**src/hdl/tccw_pkg.sv**
```systemverilog
`default_nettype none

package tccw_pkg;

  // Request codes carried by req_type.
  localparam logic [1:0] REQ_PUT   = 2'd0;
  localparam logic [1:0] REQ_CLEAR = 2'd1;
  localparam logic [1:0] REQ_READ  = 2'd2;

  // Configuration register indexes.
  localparam logic [1:0] CFG_ATTR = 2'd0;
  localparam logic [1:0] CFG_COLS = 2'd1;
  localparam logic [1:0] CFG_ROWS = 2'd2;

  // Register values after reset.
  localparam logic [7:0] ATTR_RESET = 8'd15;
  localparam logic [7:0] COLS_RESET = 8'd80;
  localparam logic [5:0] ROWS_RESET = 6'd25;

  // Character codes with special handling.
  localparam logic [7:0] CH_BS    = 8'h08;
  localparam logic [7:0] CH_TAB   = 8'h09;
  localparam logic [7:0] CH_LF    = 8'h0A;
  localparam logic [7:0] CH_CR    = 8'h0D;
  localparam logic [7:0] CH_SPACE = 8'h20;

  localparam int TAB_STEP = 8;

  // Controller states.
  typedef enum logic [1:0] {
    ST_IDLE,
    ST_SETUP,
    ST_SWEEP,
    ST_FINISH
  } state_t;

  // What a put request asks of the controller.
  typedef struct packed {
    logic do_write;
    logic do_scroll;
  } put_flags_t;

endpackage

`default_nettype wire

```
**src/hdl/tccw_cursor.sv**
```systemverilog
`default_nettype none

module tccw_cursor #(
  parameter int MAX_COLS = 128,
  parameter int MAX_ROWS = 32,
  localparam int CW  = $clog2(MAX_COLS),
  localparam int RW  = $clog2(MAX_ROWS),
  localparam int NCW = $clog2(MAX_COLS + 1),
  localparam int NRW = $clog2(MAX_ROWS + 1),
  localparam int AW  = $clog2(MAX_COLS * MAX_ROWS)
) (
  input  wire logic [CW-1:0]     cur_col,
  input  wire logic [RW-1:0]     cur_row,
  input  wire logic [NCW-1:0]    nc,
  input  wire logic [NRW-1:0]    nr,
  input  wire logic [7:0]        char_code,
  output logic      [CW-1:0]     new_col,
  output logic      [RW-1:0]     new_row,
  output logic      [AW-1:0]     put_addr,
  output tccw_pkg::put_flags_t   flags
);

  import tccw_pkg::*;

  localparam int LW = RW + NCW + 1;

  logic [CW-1:0] sat_col;
  logic [RW-1:0] sat_row;
  logic [CW:0]   col_w;
  logic [RW:0]   row_w;
  logic [CW:0]   tab_sum;
  logic [LW-1:0] lin;

  // A cursor left outside the screen by a register change is pulled in first.
  always_comb begin
    sat_col = (NCW'(cur_col) >= nc) ? CW'(nc - 1'b1) : cur_col;
    sat_row = (NRW'(cur_row) >= nr) ? RW'(nr - 1'b1) : cur_row;
  end

  // Cell written by a printable character.
  always_comb begin
    lin      = LW'(sat_row) * LW'(nc) + LW'(sat_col);
    put_addr = AW'(lin);
  end

  // Cursor motion for the byte, then wrap and scroll detection.
  always_comb begin
    col_w          = {1'b0, sat_col};
    row_w          = {1'b0, sat_row};
    tab_sum        = (CW+1)'(sat_col) + (CW+1)'(TAB_STEP);
    flags.do_write = 1'b0;
    case (char_code)
      CH_BS: begin
        if (sat_col != '0) begin
          col_w = {1'b0, sat_col} - 1'b1;
        end
      end
      CH_TAB: begin
        col_w = tab_sum & ~(CW+1)'(TAB_STEP - 1);
      end
      CH_CR: begin
        col_w = '0;
      end
      CH_LF: begin
        col_w = '0;
        row_w = {1'b0, sat_row} + 1'b1;
      end
      default: begin
        if (char_code >= CH_SPACE) begin
          flags.do_write = 1'b1;
          col_w          = {1'b0, sat_col} + 1'b1;
        end
      end
    endcase

    if (col_w >= (CW+1)'(nc)) begin
      col_w = '0;
      row_w = row_w + 1'b1;
    end

    flags.do_scroll = (row_w >= (RW+1)'(nr));
    new_col         = CW'(col_w);
    new_row         = flags.do_scroll ? RW'(nr - 1'b1) : RW'(row_w);
  end

endmodule

`default_nettype wire

```
**config.mk**
```make
export PLATFORM = sky130hd
export DESIGN_NAME = tccw_cursor
export DESIGN_NICKNAME = d
export VERILOG_FILES = /design/src/hdl/tccw_pkg.sv /design/src/hdl/tccw_cursor.sv
export SDC_FILE = /design/constraint.sdc
export NUM_CORES = 1
export LEC_CHECK = 0
export BUFFER_PORTS_ARGS = -buffer_cell sky130_fd_sc_hd__buf_4
export CORE_ASPECT_RATIO = 0.5
export CORE_UTILIZATION = 50
export DETAILED_ROUTE_END_ITERATION = 12
export GPL_TIMING_DRIVEN = 0
export PLACE_DENSITY = 0.72
export SYNTH_ARGS = -nofsm -noshare
export SYNTH_HDL_FRONTEND = slang
export SYNTH_SLANG_ARGS = --single-unit
```
**constraint.sdc**
```tcl
create_clock -name vclk -period 21.1
set_input_delay 2.11 -clock vclk [all_inputs]
set_output_delay 2.11 -clock vclk [all_outputs]
set_load 0.02 [all_outputs]
```
==> summary.txt <==
Run status
  • Status: finished, violations left
  • Failing checks: design-rule violations

Critical path
  • CP peak stage delay: 700 ps
  • Arr. time, crit path: 10010 ps
  • Endpoint class of the critical path: primary output
  • Crit-path max FO: 10
  • Critical Path End: new_row[4]
  • CP startpoint: nc[4]
  • Kind of critical path: primary input to primary output
  • Critical-path top delay cell: a21oi_1
  • Worst setup SP type: primary input
  • CP required: 18990 ps
  • Most frequent CP cell: ha_1

Route
  • Drt via density: 5.59
  • Via Count: 3374
  • Starting DRT DRC Count: 228
  • Remaining DRCs: 2
  • Routed WL: 8800 um
  • DRT antenna net count: 0
  • DRT Pass-1 Iters: 9
  • Routed length per instance: 14.6 um

Pwr
  • Cell area power density: 69.8 nW/um^2
  • VDD IR max: 0.0819 mV
  • Leak: 0.00199 uW

Global route
  • Top Usage Layer GRT: met2
  • Global-route wire length before repair: 14300 um
  • Met1 Track Usage GR: 0.388
  • GRT Residual Overflow: 0
  • M3 GR Usage: 0
  • Vias in the first global route: 2997
  • Tot GR Track Use: 0.247
  • Initial antenna violation count: 0
  • Met2 usage: 0.405
  • Largest net degree at the start of global routing: 11

Timing
  • Unrepaired setup endpoints after global routing: false
  • Final min period: 12120 ps
  • Highest clock rate: 82.5 MHz
  • Slew Viols, Final: 0
  • Worst setup margin: 8980 ps
  • Final TNS setup: 0 ps
  • Relative slew slack: 0.446
  • Final hold vios: 0
  • Worst slew pin tran: 808 ps
  • Tcrit/Tclk final: 0.575
  • Final setup viols: 0
  • Hold slack: 4640 ps

Worst hold path
  • Worst hold path class: primary input to primary output

Placed design
  • Placer Congestion: 0.900
  • Input/output buffers: 59
  • Dpl hpwl: 7720 um
  • Setup slack after placement: 9120 ps

Final layout
  • Final net count: 626
  • Clock buffers: 0
  • # diodes: 0
  • Syn-to-layout area delta: 16.1%
  • Seq Cell Count: 0
  • Register area: 0 um^2
  • Share of cells above drive strength 1: 0.186

Floorplanning
  • Die X: 120 um
  • Core Region: 6700 um^2
  • Total I/O pin count: 60
  • Die footprint: 7300 um^2
  • Initial Utilization: 0.518
  • Row Count: 21
  • Die H: 60.9 um

Logic synthesis
  • Cells after Synth: 453
  • Largest cells by area after synthesis: ha_1, fa_1, inv_1, xnor2_1, nand2_1
  • Post-Syn Nets: 565
  • Post-synthesis sequential area ratio: 0
  • Yosys top cell by area: ha_1
  • Post-synth top cells: ha_1, inv_1, nand2_1
  • Top cell type's share of synthesized area: 0.195
  • Post-Syn Area: 3470 um^2
  • Syn_area_per_cell: 7.66 um^2
  • Synth warn: 0
  • Synth unique cells: 70

Clocking
  • Post-CTS Hold Buffers: 0
  • PostCTS Resize Cnt: 0
  • Setup Buffers After CTS: 0

Flow run
  • Total of max-cap violations: 0
## worst min-delay path by stage
stage / start / endpoint / slack, ps / cells after the start
finish: char_code[5] / flags[1] / 4640 / 4
global route: char_code[5] / flags[1] / 4670 / 4
floorplan: char_code[5] / flags[1] / 4390 / 2
CTS: char_code[5] / flags[1] / 4640 / 4
global placement: char_code[5] / flags[1] / 4640 / 4
detailed placement: char_code[5] / flags[1] / 4640 / 4
## power by group
part           total, uW  switching (uW)  internal [uW]
sequential             0               0              0
combinational        281             156            125
clock                  0               0              0
total                281             156            125
## per-stage QoR
stage / instances / util / instance area (um^2) / total power [uW]
2_1_floorplan: 453 / - / 3470 / 195
3_3_place_gp: 604 / 0.601 / 4030 / 278
3_5_place_dp: 604 / 0.601 / 4030 / 281
4_1_cts: 604 / 0.601 / 4030 / 283
5_1_grt: 604 / 0.601 / 4030 / 313
6_report: 604 / 0.601 / 4030 / 281
## cell usage in the layout (no fill, tap or decap), drive strengths merged, types with 3 or more instances in the layout
cell and count:
o21a 8, fa 24, ha 54, xor2 7, or2 4, a211oi 5, inv 55, o21bai 3
clkbuf 3, or3 6, a31oi 3, mux2i 14, o31ai 5, a21oi 17, o21ai 16, nand2b 3
nor4 4, a21o 8, nor3 14, a41oi 3, and3 7, xnor2 23, nand2 42, mux2 5
buf 67, nand3 13, nor3b 3, nor2b 6, and2 20, nor2 36
## logic make-up (layout without fill, tap and decap cells)
logic type	after synthesis	count (layout)	share of synthesized area
AO/OA/AOI/OAI	94	94	0.205
XOR/XNOR	30	30	0.0757
adder cells (fa/ha/maj)	78	78	0.333
buffers and inverters	67	126	0.0771
multiplexers	19	19	0.0598
AND/OR/NAND/NOR	165	165	0.249
## area by class of cell
type                       instances  area, um^2
inverter                          56         210
multi-input combinational        386        3200
buffer                            11        57.6
timing repair buffer              59         443
fill                             673        2670
tap                               92         115
## per-layer routing
layer	vias up	wire, um
li1	1710	-
met1	1573	4700
met2	91	3650
met3	0	448
met4	0	0
met5	-	0
## worst max-delay path: cells and delay by family
family                   cells  cell delay, ps
AND/OR/NAND/NOR              8            1500
buffers and inverters        7            1710
AO/OA/AOI/OAI               10            3310
adder cells (fa/ha/maj)      4            1180
XOR/XNOR                     1             190
Note: power is estimated with default switching activity, not from simulation.
